[config.mk]
export PLATFORM = sky130hd
export DESIGN_NAME = hdlc_lite_frame_encoder_top
export DESIGN_NICKNAME = d
export VERILOG_FILES = /design/src/rtl/core/hlfe_pkg.sv /design/src/rtl/core/hdlc_lite_frame_encoder_top.sv /design/src/rtl/core/hlfe_front.sv /design/src/rtl/core/hlfe_job_queue.sv /design/src/rtl/core/hlfe_back.sv
export SDC_FILE = /design/constraint.sdc
export NUM_CORES = 1
export LEC_CHECK = 0
export BUFFER_PORTS_ARGS = -buffer_cell sky130_fd_sc_hd__buf_2
export CORE_ASPECT_RATIO = 0.8
export CORE_MARGIN = 1
export CORE_UTILIZATION = 57
export CTS_BUF_LIST = sky130_fd_sc_hd__clkbuf_4 sky130_fd_sc_hd__clkbuf_8
export CTS_CLUSTER_SIZE = 14
export DETAILED_ROUTE_END_ITERATION = 12
export HOLD_SLACK_MARGIN = 0.1
export MAX_ROUTING_LAYER = met4
export PLACE_DENSITY = 0.75
export SKIP_CTS_REPAIR_TIMING = 1
export SYNTH_ARGS = -nofsm -noshare
export SYNTH_HDL_FRONTEND = slang
export SYNTH_HIERARCHICAL = 1
export SYNTH_SLANG_ARGS = --single-unit
[constraint.sdc]
create_clock -name clock -period 3 [get_ports clock]
set_input_delay 0.75 -clock clock [delete_from_list [all_inputs] [get_ports clock]]
set_output_delay 0.75 -clock clock [all_outputs]
set_load 0.01 [all_outputs]
[src/rtl/core/hlfe_pkg.sv]
// hlfe_pkg: types, constants and the crc-16 fold shared by the hdlc-lite frame encoder
// no dependencies
`timescale 1ns / 1ps
`default_nettype none

package hlfe_pkg;

   localparam logic [7:0]  FLAG_BYTE = 8'h7E;
   localparam logic [7:0]  ESC_BYTE  = 8'h7D;
   localparam logic [7:0]  ESC_XOR   = 8'h20;
   localparam logic [15:0] CRC_INIT  = 16'hFFFF;
   localparam logic [15:0] CRC_POLY  = 16'h8408;

   typedef struct packed {
      logic [7:0] data_byte;
      logic       frame_end;
   } req_type;

   typedef struct packed {
      logic [7:0] tx_byte;
      logic       run_last;
   } rsp_type;

   typedef struct packed {
      logic        need_open;
      logic [7:0]  data_byte;
      logic        frame_end;
      logic [15:0] fcs;
   } job_type;

   function automatic logic [15:0] crc_fold(input logic [15:0] crc, input logic [7:0] value);
      logic [15:0] c;
      c = crc ^ {8'h00, value};
      for (int k = 0; k < 8; k++) begin
         if (c[0]) begin
            c = (c >> 1) ^ CRC_POLY;
         end else begin
            c = c >> 1;
         end
      end
      return c;
   endfunction

endpackage

`default_nettype wire

[src/rtl/core/hdlc_lite_frame_encoder_top.sv]
// hdlc_lite_frame_encoder_top: top level of the hdlc-lite frame encoder
// depends on hlfe_pkg, hlfe_front, hlfe_job_queue, hlfe_back
`timescale 1ns / 1ps
`default_nettype none

// Byte-stuffing HDLC-like framer with FCS-16 (reflected poly 0x8408, init 0xFFFF).
// Push one payload byte per transfer with frame_end on the last byte of a frame;
// wire bytes come out of the rsp queue one per transfer, run_last marking the last
// byte caused by each input. The front end takes a byte every cycle while the job
// queue (QUEUE_DEPTH entries) has room; the back end emits one wire byte per cycle
// while a job waits and the rsp side is empty or popped. An input causes 1 wire byte
// if plain, 2 if escaped or an unescaped frame opener, up to 8 for a one-byte frame.
// csr_write_data sets fcs_invert (1 at reset: the FCS is complemented before it is sent).

module hdlc_lite_frame_encoder_top
   import hlfe_pkg::*;
#(
   parameter int QUEUE_DEPTH = 2
) (
   input  wire logic    clock,
   input  wire logic    reset,
   input  wire logic    req_push,
   output logic         req_full,
   input  wire req_type req_data,
   output logic         rsp_empty,
   input  wire logic    rsp_pop,
   output rsp_type      rsp_data,
   input  wire logic    csr_write_en,
   input  wire logic    csr_write_data
);

   logic    queue_full;
   logic    job_push;
   job_type job_in;
   logic    job_valid;
   job_type job_head;
   logic    job_pop;

   hlfe_front u_front (
      .clock          (clock),
      .reset          (reset),
      .req_push       (req_push),
      .req_full       (req_full),
      .req_data       (req_data),
      .csr_write_en   (csr_write_en),
      .csr_write_data (csr_write_data),
      .queue_full     (queue_full),
      .job_push       (job_push),
      .job_data       (job_in)
   );

   hlfe_job_queue #(
      .DEPTH (QUEUE_DEPTH)
   ) u_queue (
      .clock      (clock),
      .reset      (reset),
      .push       (job_push),
      .push_data  (job_in),
      .full       (queue_full),
      .pop        (job_pop),
      .head_valid (job_valid),
      .head_data  (job_head)
   );

   hlfe_back u_back (
      .clock     (clock),
      .reset     (reset),
      .job_valid (job_valid),
      .job_data  (job_head),
      .job_pop   (job_pop),
      .rsp_empty (rsp_empty),
      .rsp_pop   (rsp_pop),
      .rsp_data  (rsp_data)
   );

endmodule

`default_nettype wire

[src/rtl/core/hlfe_front.sv]
// hlfe_front: accepts payload bytes, tracks the open frame and the running crc,
// and hands a job record per byte to the back end. depends on hlfe_pkg
`timescale 1ns / 1ps
`default_nettype none

module hlfe_front
   import hlfe_pkg::*;
(
   input  wire logic    clock,
   input  wire logic    reset,
   input  wire logic    req_push,
   output logic         req_full,
   input  wire req_type req_data,
   input  wire logic    csr_write_en,
   input  wire logic    csr_write_data,
   input  wire logic    queue_full,
   output logic         job_push,
   output job_type      job_data
);

   logic [15:0] crc_ff, crc_in;
   logic        open_ff, open_in;
   logic        invert_ff, invert_in;
   logic        accept;
   logic [15:0] crc_base;
   logic [15:0] crc_new;

   assign accept   = req_push && !queue_full;
   assign req_full = queue_full;
   assign crc_base = open_ff ? crc_ff : CRC_INIT;
   assign crc_new  = crc_fold(crc_base, req_data.data_byte);

   always_comb begin
      crc_in    = crc_ff;
      open_in   = open_ff;
      invert_in = csr_write_en ? csr_write_data : invert_ff;
      if (accept) begin
         if (req_data.frame_end) begin
            crc_in  = CRC_INIT;
            open_in = 1'b0;
         end else begin
            crc_in  = crc_new;
            open_in = 1'b1;
         end
      end
   end

   assign job_push           = accept;
   assign job_data.need_open = !open_ff;
   assign job_data.data_byte = req_data.data_byte;
   assign job_data.frame_end = req_data.frame_end;
   assign job_data.fcs       = crc_new ^ {16{invert_ff}};

   always_ff @(posedge clock) begin
      if (reset) begin
         crc_ff    <= CRC_INIT;
         open_ff   <= 1'b0;
         invert_ff <= 1'b1;
      end else begin
         crc_ff    <= crc_in;
         open_ff   <= open_in;
         invert_ff <= invert_in;
      end
   end

endmodule

`default_nettype wire

[src/rtl/core/hlfe_job_queue.sv]
// hlfe_job_queue: short register fifo of job records between front and back end
// depends on hlfe_pkg
`timescale 1ns / 1ps
`default_nettype none

module hlfe_job_queue
   import hlfe_pkg::*;
#(
   parameter int DEPTH = 2
) (
   input  wire logic    clock,
   input  wire logic    reset,
   input  wire logic    push,
   input  wire job_type push_data,
   output logic         full,
   input  wire logic    pop,
   output logic         head_valid,
   output job_type      head_data
);

   localparam int PTR_W = (DEPTH > 1) ? $clog2(DEPTH) : 1;
   localparam int CNT_W = $clog2(DEPTH + 1);
   localparam logic [PTR_W-1:0] LAST_PTR = PTR_W'(DEPTH - 1);
   localparam logic [CNT_W-1:0] FULL_CNT = CNT_W'(DEPTH);

   job_type          slot_ff [DEPTH];
   logic [PTR_W-1:0] wr_ptr_ff, wr_ptr_in;
   logic [PTR_W-1:0] rd_ptr_ff, rd_ptr_in;
   logic [CNT_W-1:0] count_ff, count_in;
   logic             do_push, do_pop;

   assign full       = (count_ff == FULL_CNT);
   assign head_valid = (count_ff != '0);
   assign head_data  = slot_ff[rd_ptr_ff];
   assign do_push    = push && !full;
   assign do_pop     = pop && head_valid;

   always_comb begin
      wr_ptr_in = wr_ptr_ff;
      rd_ptr_in = rd_ptr_ff;
      count_in  = count_ff;
      if (do_push) begin
         wr_ptr_in = (wr_ptr_ff == LAST_PTR) ? '0 : wr_ptr_ff + 1'b1;
      end
      if (do_pop) begin
         rd_ptr_in = (rd_ptr_ff == LAST_PTR) ? '0 : rd_ptr_ff + 1'b1;
      end
      if (do_push && !do_pop) begin
         count_in = count_ff + 1'b1;
      end else if (do_pop && !do_push) begin
         count_in = count_ff - 1'b1;
      end
   end

   always_ff @(posedge clock) begin
      if (reset) begin
         wr_ptr_ff <= '0;
         rd_ptr_ff <= '0;
         count_ff  <= '0;
      end else begin
         wr_ptr_ff <= wr_ptr_in;
         rd_ptr_ff <= rd_ptr_in;
         count_ff  <= count_in;
      end
   end

   always_ff @(posedge clock) begin
      if (do_push) begin
         slot_ff[wr_ptr_ff] <= push_data;
      end
   end

endmodule

`default_nettype wire

[src/rtl/core/hlfe_back.sv]
// hlfe_back: walks each job through flag (if opening), stuffed data and, on frame_end, stuffed fcs
// and closing flag, one wire byte per cycle into the result register unless stalled. depends on hlfe_pkg
`timescale 1ns / 1ps
`default_nettype none

module hlfe_back
   import hlfe_pkg::*;
(
   input  wire logic    clock,
   input  wire logic    reset,
   input  wire logic    job_valid,
   input  wire job_type job_data,
   output logic         job_pop,
   output logic         rsp_empty,
   input  wire logic    rsp_pop,
   output rsp_type      rsp_data
);

   localparam logic [2:0] PH_OPEN  = 3'd0;
   localparam logic [2:0] PH_DATA  = 3'd1;
   localparam logic [2:0] PH_FCSLO = 3'd2;
   localparam logic [2:0] PH_FCSHI = 3'd3;
   localparam logic [2:0] PH_CLOSE = 3'd4;

   logic [2:0] phase_ff, phase_in;
   logic       esc_ff, esc_in;
   logic       out_valid_ff, out_valid_in;
   rsp_type    out_ff, out_in;

   logic [2:0] phase_now;
   logic [7:0] cur_byte;
   logic       stuffable;
   logic       needs_esc;
   logic       advance;
   logic       job_done;

   assign advance   = job_valid && (!out_valid_ff || rsp_pop);
   assign phase_now = (phase_ff == PH_OPEN && !job_data.need_open) ? PH_DATA : phase_ff;

   always_comb begin
      unique case (phase_now)
         PH_OPEN: begin
            cur_byte  = FLAG_BYTE;
            stuffable = 1'b0;
         end
         PH_DATA: begin
            cur_byte  = job_data.data_byte;
            stuffable = 1'b1;
         end
         PH_FCSLO: begin
            cur_byte  = job_data.fcs[7:0];
            stuffable = 1'b1;
         end
         PH_FCSHI: begin
            cur_byte  = job_data.fcs[15:8];
            stuffable = 1'b1;
         end
         default: begin
            cur_byte  = FLAG_BYTE;
            stuffable = 1'b0;
         end
      endcase
   end

   assign needs_esc = stuffable && (cur_byte == FLAG_BYTE || cur_byte == ESC_BYTE);

   always_comb begin
      phase_in     = phase_ff;
      esc_in       = esc_ff;
      out_in       = out_ff;
      out_valid_in = out_valid_ff && !rsp_pop;
      job_done     = 1'b0;
      if (advance) begin
         out_valid_in = 1'b1;
         if (needs_esc && !esc_ff) begin
            out_in.tx_byte  = ESC_BYTE;
            out_in.run_last = 1'b0;
            esc_in          = 1'b1;
            phase_in        = phase_now;
         end else begin
            out_in.tx_byte = needs_esc ? (cur_byte ^ ESC_XOR) : cur_byte;
            esc_in         = 1'b0;
            unique case (phase_now)
               PH_OPEN:  phase_in = PH_DATA;
               PH_DATA: begin
                  if (job_data.frame_end) begin
                     phase_in = PH_FCSLO;
                  end else begin
                     job_done = 1'b1;
                  end
               end
               PH_FCSLO: phase_in = PH_FCSHI;
               PH_FCSHI: phase_in = PH_CLOSE;
               default:  job_done = 1'b1;
            endcase
            if (job_done) begin
               phase_in = PH_OPEN;
            end
            out_in.run_last = job_done;
         end
      end
   end

   assign job_pop   = job_done;
   assign rsp_empty = !out_valid_ff;
   assign rsp_data  = out_ff;

   always_ff @(posedge clock) begin
      if (reset) begin
         phase_ff     <= PH_OPEN;
         esc_ff       <= 1'b0;
         out_valid_ff <= 1'b0;
      end else begin
         phase_ff     <= phase_in;
         esc_ff       <= esc_in;
         out_valid_ff <= out_valid_in;
      end
   end

   always_ff @(posedge clock) begin
      out_ff <= out_in;
   end

endmodule

`default_nettype wire
# --- Yosys cells after proc, flatten, opt, wreduce, memory -nomap -nowiden ---
# Memories as Yosys holds them, arrays and structs flattened. A register that Yosys moved wholly into a read port is not among the register bits.
# Index checks and enable logic that the tools add are counted.
# Widths: inputs -> output; s select.
op_classes:
  addsub: 4
  n_eq_ne: 7
  mux: 35
  n_bitwise: 11
  reduce_logical: 28
ops:
  columns: ["cell", "n"]
  rows:
  - ["$mux 16", 10]
  - ["$not 2->3", 8]
  - ["$pmux 8 s3", 1]
  - ["$eq 8x7->1 const B", 2]
  - ["$xor 16x16->16", 1]
  - ["$xor 16x8->16", 1]
  - ["$mux 1", 15]
  - ["$mux 3", 4]
  - ["$pmux 3 s4", 1]
  - ["$logic_and 1x1->1", 10]
  - ["$logic_not 1->1", 8]
  - ["$eq 3x2->1 const B", 2]
  - ["$logic_not 3->1", 2]
  - ["$mux 6", 1]
  - ["$reduce_bool 6->1", 1]
  - ["$reduce_or 3->1", 2]
  - ["$mux 2", 2]
  - ["$ne 4x2->1 const B", 1]
  - ["$reduce_bool 2->1", 2]
  - ["$eq 3x1->1 const B", 1]
  - ["$reduce_and 3->1", 1]
  - ["$add 1x1->1 const B", 2]
  - ["$add 2x1->2 const B", 1]
  - ["$eq 2x2->1 const B", 1]
  - ["4 further kinds", 5]
word_totals:
  reg_bits: 36
  ramBits: 52
  in_bits: 15
  out_inout_bits: 11
  word_cells: 97
  mem_count: 1
mem_list:
  columns: ["name", "depth", "word_bits", "rd", "rd_clocked_by_memory_dff", "wr", "line_no", "rtl"]
  rows:
  - ["u_queue.slot_ff", 2, 26, 1, 1, 1, "hlfe_job_queue.sv:26", "job_type slot_ff [DEPTH];"]

# --- Longest topological paths before layout ---
# Gate-level depths: netlist of run 1.
depth:
  depth_word: 19
  ltp_mapped: 13

# --- Modules after synthesis ---
# The synthesis of run 1 kept the hierarchy.
by_module_without_submodules:
  columns: ["mod", "n_inst", "cells_each", "area_per_inst_um2", "seq_area_each_um2"]
  rows:
  - ["hlfe_job_queue", 1, 106, 2092.0, 1661.6]
  - ["hlfe_front", 1, 146, 1281.2, 360.3]
  - ["hlfe_back", 1, 96, 965.9, 370.4]

# --- Worst setup path after synthesis of run 1 ---
# Ideal clock, no wire load.
synth_path:
  kind: "reg-to-reg"
  startpoint: "reg with a tool-made name"
  endpoint: "reg u_queue.count_ff[1]"
  arrival_ps: 2940
  setup_slack_ps: -10
  stages_incl_launch_ff: 13
  cell_sequence: "dfxtp_1 -> buf_4 -> buf_2 -> mux2_2 -> xor2_1 -> a311oi_4 -> a311oi_4 -> nand2_1 -> and3_1 -> o21ai_0 -> ha_1 -> or3_1 -> a21oi_1"
synth_rtl:
  columns: ["item", "line_no", "rtl"]
  rows:
  - ["end signal, assigned", "hlfe_job_queue.sv:63", "count_ff <= count_in;"]
  - ["end, declared", "hlfe_job_queue.sv:29", "logic [CNT_W-1:0] count_ff, count_in;"]

==> results of run 1 <==
[worst reg2reg max path, stage by stage (launching register included)]
cell,delay (ps)
dfxtp_4,390
buf_12,140
mux2_2,380
xor2_2,200
nand4_2,160
a311oi_4,330
nand2_1,120
and3_1,200
o21ai_2,80
ha_1,280
or3_1,360
a21oi_1,140
[sequential cells by signal, summed over array words and instances (netlist names), named ones only]
register,count
u_queue/count_ff,2
u_front/crc_ff,16
u_front/open_ff,1
u_back/phase_ff,3
u_queue/rd_ptr_ff,1
u_back/rsp_data,9
u_back/esc_ff,1
u_back/out_valid_ff,1
u_queue/wr_ptr_ff,1
u_queue/slot_ff,52
u_front/invert_ff,1
[power by group through the flow]
stage	Combinational, mW	Clock (mW)	Sequential, mW
6_report	1.12	0.919	1.74
5_1_grt	1.22	0.988	1.76
4_1_cts	1.09	0.936	1.74
3_5_place_dp	1.08	0	1.77
3_3_place_gp	1.05	0	1.75
2_1_floorplan	0.821	0	1.73
[routing by layer]
| metal | vias to the layer above | track usage [%] | part of all wire [%] |
|---|---|---|---|
| li1 | 1253 | - | - |
| met2 | 81 | 35.0 | 48 |
| met3 | 11 | 4.73 | 5.9 |
| met1 | 1281 | 30.6 | 45 |
| met4 | 0 | 7.35 | 0.84 |
| met5 | - | - | 0 |
[path summary, 6_finish.rpt]
path                                       endpoint  slack (ps)
worst min register to register    u_front/crc_ff[8]         490
worst max register to register  u_queue/count_ff[1]         160
worst max-delay path            u_queue/count_ff[1]         160
worst min-delay path              u_front/crc_ff[8]         490
[cell type report]
type                            count  share of cell area (%)
Multi-Input combinational cell    231                    37.4
Tap cell                          105                    2.73
Clock buffer                       13                    3.32
Inverter                            7                   0.545
Clock inverter                      3                    1.35
Sequential cell                    89                    49.7
Timing Repair Buffer               36                    4.93
[Yosys cell counts (all sizes together) (2+ instances only)]
library cell,n
edfxtp,61
nor2,42
xnor2,36
mux2,29
dfxtp,28
a21oi,26
buf,20
xor2,18
nand2b,11
or2,10
nand2,8
mux2i,7
inv,6
nor2b,5
nor3,5
o21ai,5
nand3,4
o22ai,4
a211o,2
a311oi,2
a31oi,2
and2,2
or3,2
[stage by stage]
step | hold WS (ps) | area [um2] | power, mW
floorplan | 452 | 4340 | 2.55
detailed placement | 480 | 4530 | 2.84
finish | 494 | 4820 | 3.78
global route | 509 | 4820 | 3.97
CTS | 492 | 4760 | 3.76
global placement | 468 | 4530 | 2.81
[kinds of logic (layout without fill, tap and decap cells)]
logic type,Yosys count,count (layout)
compound gates,45,45
xor+xnor,54,54
fa+ha+maj,1,1
buf+inv,28,59
flops,89,89
mux,36,36
simple gates,95,95
==> metrics.md, run 1 <==
| Metric | Value |
|---|---|
| VDD IR max | `0.386 mV` |
| Place WS | `36.5 ps` |
| Clk Latency, worst-skew pair | `360 ps` |
| Synthesized cell area | `4340 um2` |
| First-pass GRT wire length | `12900 um` |
| Area of the multi-input gates | `1800 um2` |
| Synth Area in Adders | `0.288%` |
| Wirelength per Cell | `17.0 um` |
| Die H | `80.0 um` |
| Compound-gate portion of the synthesized area | `7.09%` |
| Crit end category | `register` |
| CP Launch Type | `register` |
| CTS H-tree depth | `3` |
| Area leader, netlist | `edfxtp_1` |
| CP Max Fanout | `12` |
| Std cell rows | `28` |
| CTS root buf | `clkbuf_8` |
| Switching share of total power | `30.8%` |
| Layout cells sized above 1 | `30.9%` |
| Port bufs | `25` |
| Post-DP HPWL | `5800 um` |
| Post-route insts no fill | `484` |
| Ys flop type | `edfxtp_1` |
| Syn Inst Count | `348` |
| Worst slew pin tran | `646 ps` |
| Antenna Nets Post-Route | `0` |
| Antenna violations before repair | `0` |
| Hold depth | `2` |
| CTS tree | `built` |
| Slew Limit Fails | `0` |
| Via count | `2626` |
| Seq. cell area | `2400 um2` |
| Max cap viols | `0` |
| # IOs | `26` |
| Outcome | `finished clean` |
| Remaining DRCs | `0` |
| Maximum clock frequency | `0.352 GHz` |
| Overflow after GRT | `0` |
| DRT iter0 DRCs | `158` |
| Fin nets | `390` |
| Largest net degree at the start of global routing | `27` |
| Yosys cell types | `48` |
| Hold Vio Cnt, Final | `0` |
| Async set-reset flop share out of synthesis | `0%` |
| Layout fillers | `566` |
| Num CTS Buffers | `9` |
| Routed WL | `8230 um` |
| Most common cell after layout, fill and taps aside | `edfxtp_1` |
| Sequential fraction of the synthesis area | `55.1%` |
| Clk slew on worst S/H paths | `90 ps` |
| CP Cell Sequence | `buf_12, mux2_2, xor2_2, nand4_2, a311oi_4, nand2_1, and3_1, o21ai_2, ha_1, or3_1, a21oi_1` |
| Slowest cell on the critical path | `dfxtp_4` |
| Largest family of logic cells by synthesized area | `XOR/XNOR gates` |
| Area share of xor/xnor cells in the synthesized design | `13.0%` |
| Ys Warns | `6` |
| Final setup TNS | `0 ps` |
| GPL Wtd Cong | `0.934` |
| Simple-gate portion of the synthesized area | `11.2%` |
| Die area | `7970 um2` |
| DR vias/cell | `5.43` |
| Area growth, synth to finish | `11.1%` |
| Vias in the first global route | `2509` |
| Top post-synthesis cells by area | `edfxtp_1 (42%), dfxtp_1 (13%), mux2_2 (7.3%)` |
| Period utilization | `94.7%` |
| Crit path largest cell delay | `390 ps` |
| Hold path start | `u_front/crc_ff[8]` |
| Seq pwr share | `46.0%` |
| Total Routing Usage GR | `22.8%` |
| Worst r2r path cells | `11` |
| Core ar. | `7390 um2` |
| Crit Path Class | `reg2reg` |
| ANT cells | `0` |
| Critical path depth in cells | `11` |
| Mux cell area share after synthesis | `9.23%` |
| Share of the synthesized area in the top cell type | `42.2%` |
| Most frequent cells in the layout | `edfxtp_1 (61), nor2_1 (38), mux2_2 (28), xnor2_1 (28), dfxtp_1 (27)` |
| Synth Net Count | `364` |
| CTS Sinks | `89` |
| Worst Hold Class | `reg2reg` |
| EDFF count, synth | `61` |
| Power Dens Cells | `784 nW/um2` |
| Die width | `99.6 um` |
| Final worst slack | `160 ps` |
| Combinational Power Share | `29.7%` |
| Final design utilization | `65.2%` |
| Static Leak | `1.66 nW` |
| WP data required | `3290 ps` |
| Net Sw Power | `1.17 mW` |
| CP delay by family, top | `simple AND/OR/NAND/NOR gates` |
| WP buf/inv | `1` |
| Placed insts | `467` |
| Arrival @ worst endpoint | `3130 ps` |
| Internal | `2.62 mW` |
| Final setup viols | `0` |
| Clock network power share | `24.3%` |
| Post-synthesis average cell area | `12.5 um2` |
| Pre-Repair DR Iteration Count | `4` |
| Layout Skew | `10.7 ps` |
| Max Root-Sink Buffers | `2` |
| Starting Density | `58.7%` |
| Min Clock Period, post-route | `2840 ps` |
| Worst slew margin | `56.9%` |
| Seq cells post-synth | `89` |
| RSZ-0062 raised after global routing | `no` |
(Power assumes the default switching activity.)
==> run 2: changes to the inputs <==
- BUFFER_PORTS_ARGS: -buffer_cell sky130_fd_sc_hd__buf_2 -> -buffer_cell sky130_fd_sc_hd__clkbuf_2
==> metrics.md, run 2 (same netlist as run 1, synthesis figures left out) <==
| Metric | Value |
|---|---|
| CTS Sinks | `89 (unchanged)` |
| DR vias/cell | `5.32 (-2.0%)` |
| Starting Density | `58.7% (unchanged)` |
| ANT cells | `0 (unchanged)` |
| CTS tree | `built` |
| Die width | `99.6 um (unchanged)` |
| Most frequent cells in the layout | `edfxtp_1 (61), nor2_1 (38), mux2_2 (28), xnor2_1 (28), dfxtp_1 (27)` |
| Max cap viols | `0 (unchanged)` |
| Static Leak | `1.65 nW (-0.45%)` |
| Crit Path Class | `reg2reg` |
| Largest net degree at the start of global routing | `27 (unchanged)` |
| Period utilization | `95.0% (+0.34 points)` |
| Final setup TNS | `0 ps (unchanged)` |
| Vias in the first global route | `2438 (-2.8%)` |
| Num CTS Buffers | `9 (unchanged)` |
| Routed WL | `7840 um (-4.7%)` |
| CP Launch Type | `register` |
| Clk slew on worst S/H paths | `90 ps (about the same)` |
| Final Power | `3.75 mW (-0.89%)` |
| Remaining DRCs | `0 (unchanged)` |
| Power Dens Cells | `782 nW/um2 (-0.29%)` |
| Area growth, synth to finish | `10.4%` |
| Min Clock Period, post-route | `2850 ps (+10.1 ps)` |
| Outcome | `finished clean` |
| Worst Hold Class | `reg2reg` |
| Layout Skew | `14.6 ps (+3.88 ps)` |
| VDD IR max | `0.556 mV (+44%)` |
| Die H | `80.0 um (unchanged)` |
| Worst hold slack | `494 ps (-0.386 ps)` |
| Std cell rows | `28 (unchanged)` |
| Fin nets | `390 (unchanged)` |
| Worst slew margin | `55.9% (-0.98 points)` |
| Worst slew pin tran | `661 ps (+14.7 ps)` |
| Arrival @ worst endpoint | `3140 ps (about the same)` |
| Port bufs | `25 (unchanged)` |
| Clk Latency, worst-skew pair | `360 ps (about the same)` |
| Hold Vio Cnt, Final | `0 (unchanged)` |
| Via count | `2573 (-2.0%)` |
| CP Max Fanout | `16 (+4)` |
| Most common cell after layout, fill and taps aside | `edfxtp_1` |
| Maximum clock frequency | `0.351 GHz (-0.36%)` |
| Dpl cell area | `4540 um2 (+0.17%)` |
| Final setup viols | `0 (unchanged)` |
| GPL Wtd Cong | `0.877 (-6.1%)` |
| Antenna Nets Post-Route | `0 (unchanged)` |
| Slew Limit Fails | `0 (unchanged)` |
| DRT iter0 DRCs | `122 (-23%)` |
| Layout cells sized above 1 | `30.1% (-0.79 points)` |
| Die area | `7970 um2 (unchanged)` |
| Overflow after GRT | `0 (unchanged)` |
| Reg2reg setup slack | `150 ps (about the same)` |
| Crit end category | `register` |
| WP data required | `3290 ps (about the same)` |
| Antenna violations before repair | `0 (unchanged)` |
| Post-DP HPWL | `5640 um (-2.7%)` |
| Max Root-Sink Buffers | `2 (unchanged)` |
| Wirelength per Cell | `16.2 um (-4.7%)` |
| Core ar. | `7390 um2 (unchanged)` |
| CTS H-tree depth | `3 (unchanged)` |
| Pre-Repair DR Iteration Count | `4 (unchanged)` |
| CTS root buf | `clkbuf_8` |
| Final instance area | `4790 um2 (-0.60%)` |
| Top reg by flops | `u_queue/slot_ff` |
| Total Routing Usage GR | `21.9% (-0.94 points)` |
| Max reg flops | `52 (unchanged)` |
| # IOs | `26 (unchanged)` |
| First-pass GRT wire length | `12400 um (-3.9%)` |
-- run 2: final cells by class --
type                            instances  area [um2]
Clock inverter                          6        88.8
Sequential cell                        89        2390
Multi-Input combinational cell        231        1790
Fill cell                             567        2600
Inverter                                7        26.3
Timing Repair Buffer                   36         220
Clock buffer                           10         138
Tap cell                              105         131
-- run 2: critical path, stage by stage, from the launching register on --
cell and delay, ps:
dfxtp_2 340, buf_12 150, buf_4 150, mux2_2 230, nor2b_1 240, nand3_2 140, a311oi_4 330, nand2_1 110
and3_1 190, o21ai_2 80, ha_1 290, or3_1 360, a21oi_1 160
-- run 2: final timing paths --
path              cells after the start                   to       startpoint
setup reg to reg                     12  u_queue/count_ff[1]         register
setup / recovery                     12  u_queue/count_ff[1]         register
hold reg to reg                       2      u_front/open_ff  u_front/open_ff
hold / removal                        2      u_front/open_ff  u_front/open_ff
-- run 2: per-stage QoR --
stage | setup WS (ps) | util [%] | cells
2_1_floorplan | 44.7 | - | 348
3_3_place_gp | 97.2 | 61.4 | 468
3_5_place_dp | 34.9 | 61.4 | 468
4_1_cts | -6.12 | 64.5 | 484
5_1_grt | -15.5 | 64.8 | 484
6_report | 150 | 64.8 | 484
-- run 2: layer usage --
layer	wire (um)	GRT usage (%)	part of all wire [%]
met3	287	4.82	3.7
met2	3620	33.3	46
met4	152	7.50	1.9
met5	0	-	0
met1	3790	29.2	48
-- run 2: where the power goes --
group,internal [mW],switching [mW]
clock network,0.495,0.421
registers,1.62,0.117
logic,0.465,0.631
==> run 3: changes to the inputs <==
- CORE_UTILIZATION: 57 -> 54
- CTS_BUF_LIST: sky130_fd_sc_hd__clkbuf_4 sky130_fd_sc_hd__clkbuf_8 -> sky130_fd_sc_hd__clkbuf_16
- PLACE_DENSITY: 0.75 -> 0.72
- SYNTH_HIERARCHICAL: 1 -> default
- clock period: 3 -> 2.4 ns (I/O delays scaled with it)
==> metrics.md, run 3 <==
| Metric | Value |
|---|---|
| Synth cell count leaders | `edfxtp_1 (61), xnor2_1 (35), dfxtp_1 (28), nor2_1 (26)` |
| Core ar. | `7090 um2 (-4.0%)` |
| Crit Path Class | `reg2reg` |
| Area growth, synth to finish | `23.3%` |
| Crit end category | `register` |
| Layout Skew | `7.77 ps (-6.81 ps)` |
| Largest net degree at the start of global routing | `29 (+7.4%)` |
| CTS root buf | `clkbuf_16` |
| Post-route insts no fill | `485 (+0.21%)` |
| Overflow after GRT | `0 (unchanged)` |
| Fin nets | `409 (+4.9%)` |
| Die area | `7930 um2 (-0.50%)` |
| Vias in the first global route | `2648 (+8.6%)` |
| Outcome | `complete, but fails checks` |
| Starting Density | `57.7% (-1.0 points)` |
| ANT cells | `0 (unchanged)` |
| Wirelength per Cell | `17.1 um (+5.7%)` |
| Die H | `79.8 um (-0.25%)` |
| Static Leak | `1.82 nW (+10%)` |
| Pre-Repair DR Iteration Count | `4 (unchanged)` |
| Failing checks | `setup timing` |
| Place WS | `-294 ps (-329 ps)` |
| Via count | `2651 (+3.0%)` |
| DR vias/cell | `5.47 (+2.8%)` |
| Worst Hold Class | `reg2reg` |
| DRT iter0 DRCs | `134 (+9.8%)` |
| Share of the synthesized area in the top cell type | `44.8% (+2.6 points)` |
| Worst slew pin tran | `557 ps (-104 ps)` |
| Max Root-Sink Buffers | `2 (unchanged)` |
| Net Sw Power | `1.74 mW (+49%)` |
| GPL Wtd Cong | `0.886 (+1.0%)` |
| Clk Latency, worst-skew pair | `330 ps (-30 ps)` |
| Antenna Nets Post-Route | `0 (unchanged)` |
| Switching share of total power | `30.6% (-0.62 points)` |
| Clock network power share | `25.9% (+1.5 points)` |
| Seq cells post-synth | `89 (unchanged)` |
| Top post-synthesis cells by area | `edfxtp_1 (45%), dfxtp_1 (14%), xnor2_1 (7.5%)` |
| Final Power | `5.69 mW (+52%)` |
| Layout fillers | `497 (-12%)` |
| CP Cell Sequence | `buf_12, buf_4, mux2i_1, a22oi_1, o211a_1, and4_4, nand4_4, and3_4, inv_2, ha_4, xor2_1, or3_1, a21oi_1` |
| Final setup viols | `4 (+4)` |
| Top reg by flops | `u_queue.slot_ff` |
| CP Launch Type | `register` |
| Synth Net Count | `342 (-6.0%)` |
| Final worst slack | `-275 ps (-425 ps)` |
| CTS tree | `built` |
| WP data required | `2650 ps (-640 ps)` |
| Internal | `3.95 mW (+53%)` |
| Port bufs | `25 (unchanged)` |
| # IOs | `26 (unchanged)` |
| Crit path largest cell delay | `360 ps (about the same)` |
| Post-DP HPWL | `5990 um (+6.1%)` |
| Most frequent cells in the layout | `edfxtp_1 (61), buf_4 (38), xnor2_1 (34)` |
| Max cap viols | `0 (unchanged)` |
| Cell with the most instances after synthesis | `edfxtp_1` |
| Routed WL | `8310 um (+6.0%)` |
| Combinational Power Share | `35.0% (+5.8 points)` |
| Clk slew on worst S/H paths | `70 ps (-20 ps)` |
| Power Dens Cells | `1130 nW/um2 (+44%)` |
| Slowest cell on the critical path | `dfxtp_4` |
| Antenna violations before repair | `0 (unchanged)` |
| Post-synthesis average cell area | `12.5 um2 (+0.62%)` |
| EDFF count, synth | `61 (unchanged)` |
| First-pass GRT wire length | `13400 um (+7.8%)` |
| Std cell rows | `27 (-3.6%)` |
| Min Clock Period, post-route | `2680 ps (-175 ps)` |
| VDD IR max | `0.619 mV (+11%)` |
| Area leader, netlist | `edfxtp_1` |
| Slew Limit Fails | `0 (unchanged)` |
| Die width | `99.3 um (-0.25%)` |
| CTS Sinks | `89 (unchanged)` |
| Hold Vio Cnt, Final | `0 (unchanged)` |
| CTS H-tree depth | `3 (unchanged)` |
| Ys Warns | `0 (-6)` |
| Ys flop type | `edfxtp_1` |
| Synthesized cell area | `4090 um2 (-5.7%)` |
| Syn Inst Count | `326 (-6.3%)` |
| Worst slew margin | `62.6% (+6.7 points)` |
| Arrival @ worst endpoint | `2930 ps (-210 ps)` |
| Remaining DRCs | `0 (unchanged)` |
| Async set-reset flop share out of synthesis | `0% (unchanged)` |
| Period utilization | `111% (+16 points)` |
| Most common cell after layout, fill and taps aside | `edfxtp_1` |
| Num CTS Buffers | `9 (unchanged)` |
| CP Max Fanout | `7 (-9)` |
| Sequential fraction of the synthesis area | `58.5% (+3.4 points)` |
| Yosys cell types | `58 (+21%)` |
| Layout cells sized above 1 | `31.2% (+1.1 points)` |
| RSZ-0062 raised after global routing | `yes` |
| Placed insts | `465 (-0.64%)` |
| Max reg flops | `52 (unchanged)` |
| Maximum clock frequency | `0.374 GHz (+6.5%)` |
| Final setup TNS | `-465 ps (-465 ps)` |
| Seq pwr share | `39.2% (-7.1 points)` |
| Total Routing Usage GR | `23.5% (+1.7 points)` |
==> run 3: changes by cell type after synthesis, sizes merged, moves of 4 or more <==
| cell | change |
|---|---|
| nor2 | -16 |
| inv | +5 |
| xor2 | -10 |
| a21oi | -6 |
| nor3 | -5 |
| mux2i | +13 |
| o211ai | +4 |
| o22ai | +8 |
| buf | -15 |
| mux2 | -22 |
| nand2b | +8 |
| clkbuf | +5 |
==> run 3: cells by family (layout without fill, tap and decap cells) <==
family	count (synthesis)	after routing	share of synthesized area, %
XOR/XNOR	43	43	9.21
buffers and inverters	23	95	2.63
flip-flops	89	89	58.5
adder cells (fa/ha/maj)	1	1	0.306
multiplexers	28	28	7.77
AND/OR/NAND/NOR	84	84	11.7
AO/OA/AOI/OAI	58	58	9.91
==> run 3: path summary, 6_finish.rpt <==
check	from	to	slack [ps]	depth (start not counted)
min reg2reg	u_back.esc_ff	u_back.esc_ff	470	2
max reg2reg	register	u_queue.count_ff[1]	-280	13
min	u_back.esc_ff	u_back.esc_ff	470	2
max	register	u_queue.count_ff[1]	-280	13
==> run 3: stage by stage <==
step,util [%],hold WS [ps],instance area (um2)
floorplan,-,444,4140
detailed placement,65.3,461,4630
global placement,65.3,460,4630
CTS,69.8,469,4950
finish,71.1,465,5040
global route,71.1,484,5040
==> run 3: power groups by stage <==
stage	registers [mW]	clock network [mW]	logic (mW)
4_1_cts	2.22	1.50	1.87
2_1_floorplan	2.26	0	1.14
3_3_place_gp	2.24	0	1.82
6_report	2.23	1.47	1.99
5_1_grt	2.26	1.56	2.14
3_5_place_dp	2.25	0	1.86
==> run 3: critical path, delay by kind of cell, from the launching register on <==
kind                       cells  cell delay [ps]
and+or+nand+nor                4              900
AOI/OAI and AO/OA              3              670
DFF                            1              360
buffers and inverters          3              340
muxes                          1              130
adders and majority gates      1              120
xor gates and xnor gates       1               70
==> run 3: metal layers <==
layer | wire length, um | up-vias | GRT usage, %
met5 | 0 | - | -
met4 | 30 | 0 | 6.18
met3 | 432 | 2 | 4.99
met2 | 4030 | 72 | 36.7
met1 | 3820 | 1269 | 31.6
li1 | - | 1308 | -
==> run 3: cell type report <==
type                       count  area (um2)  share of cell area (%)
clock buffer                   9         225                    4.46
clock inverter                 7        93.8                    1.86
inverter                      12        45.0                   0.893
multi-input combinational    214        1690                    33.6
sequential                    89        2400                    47.5
tap                           87         109                    2.16
timing repair buffer          67         482                    9.55
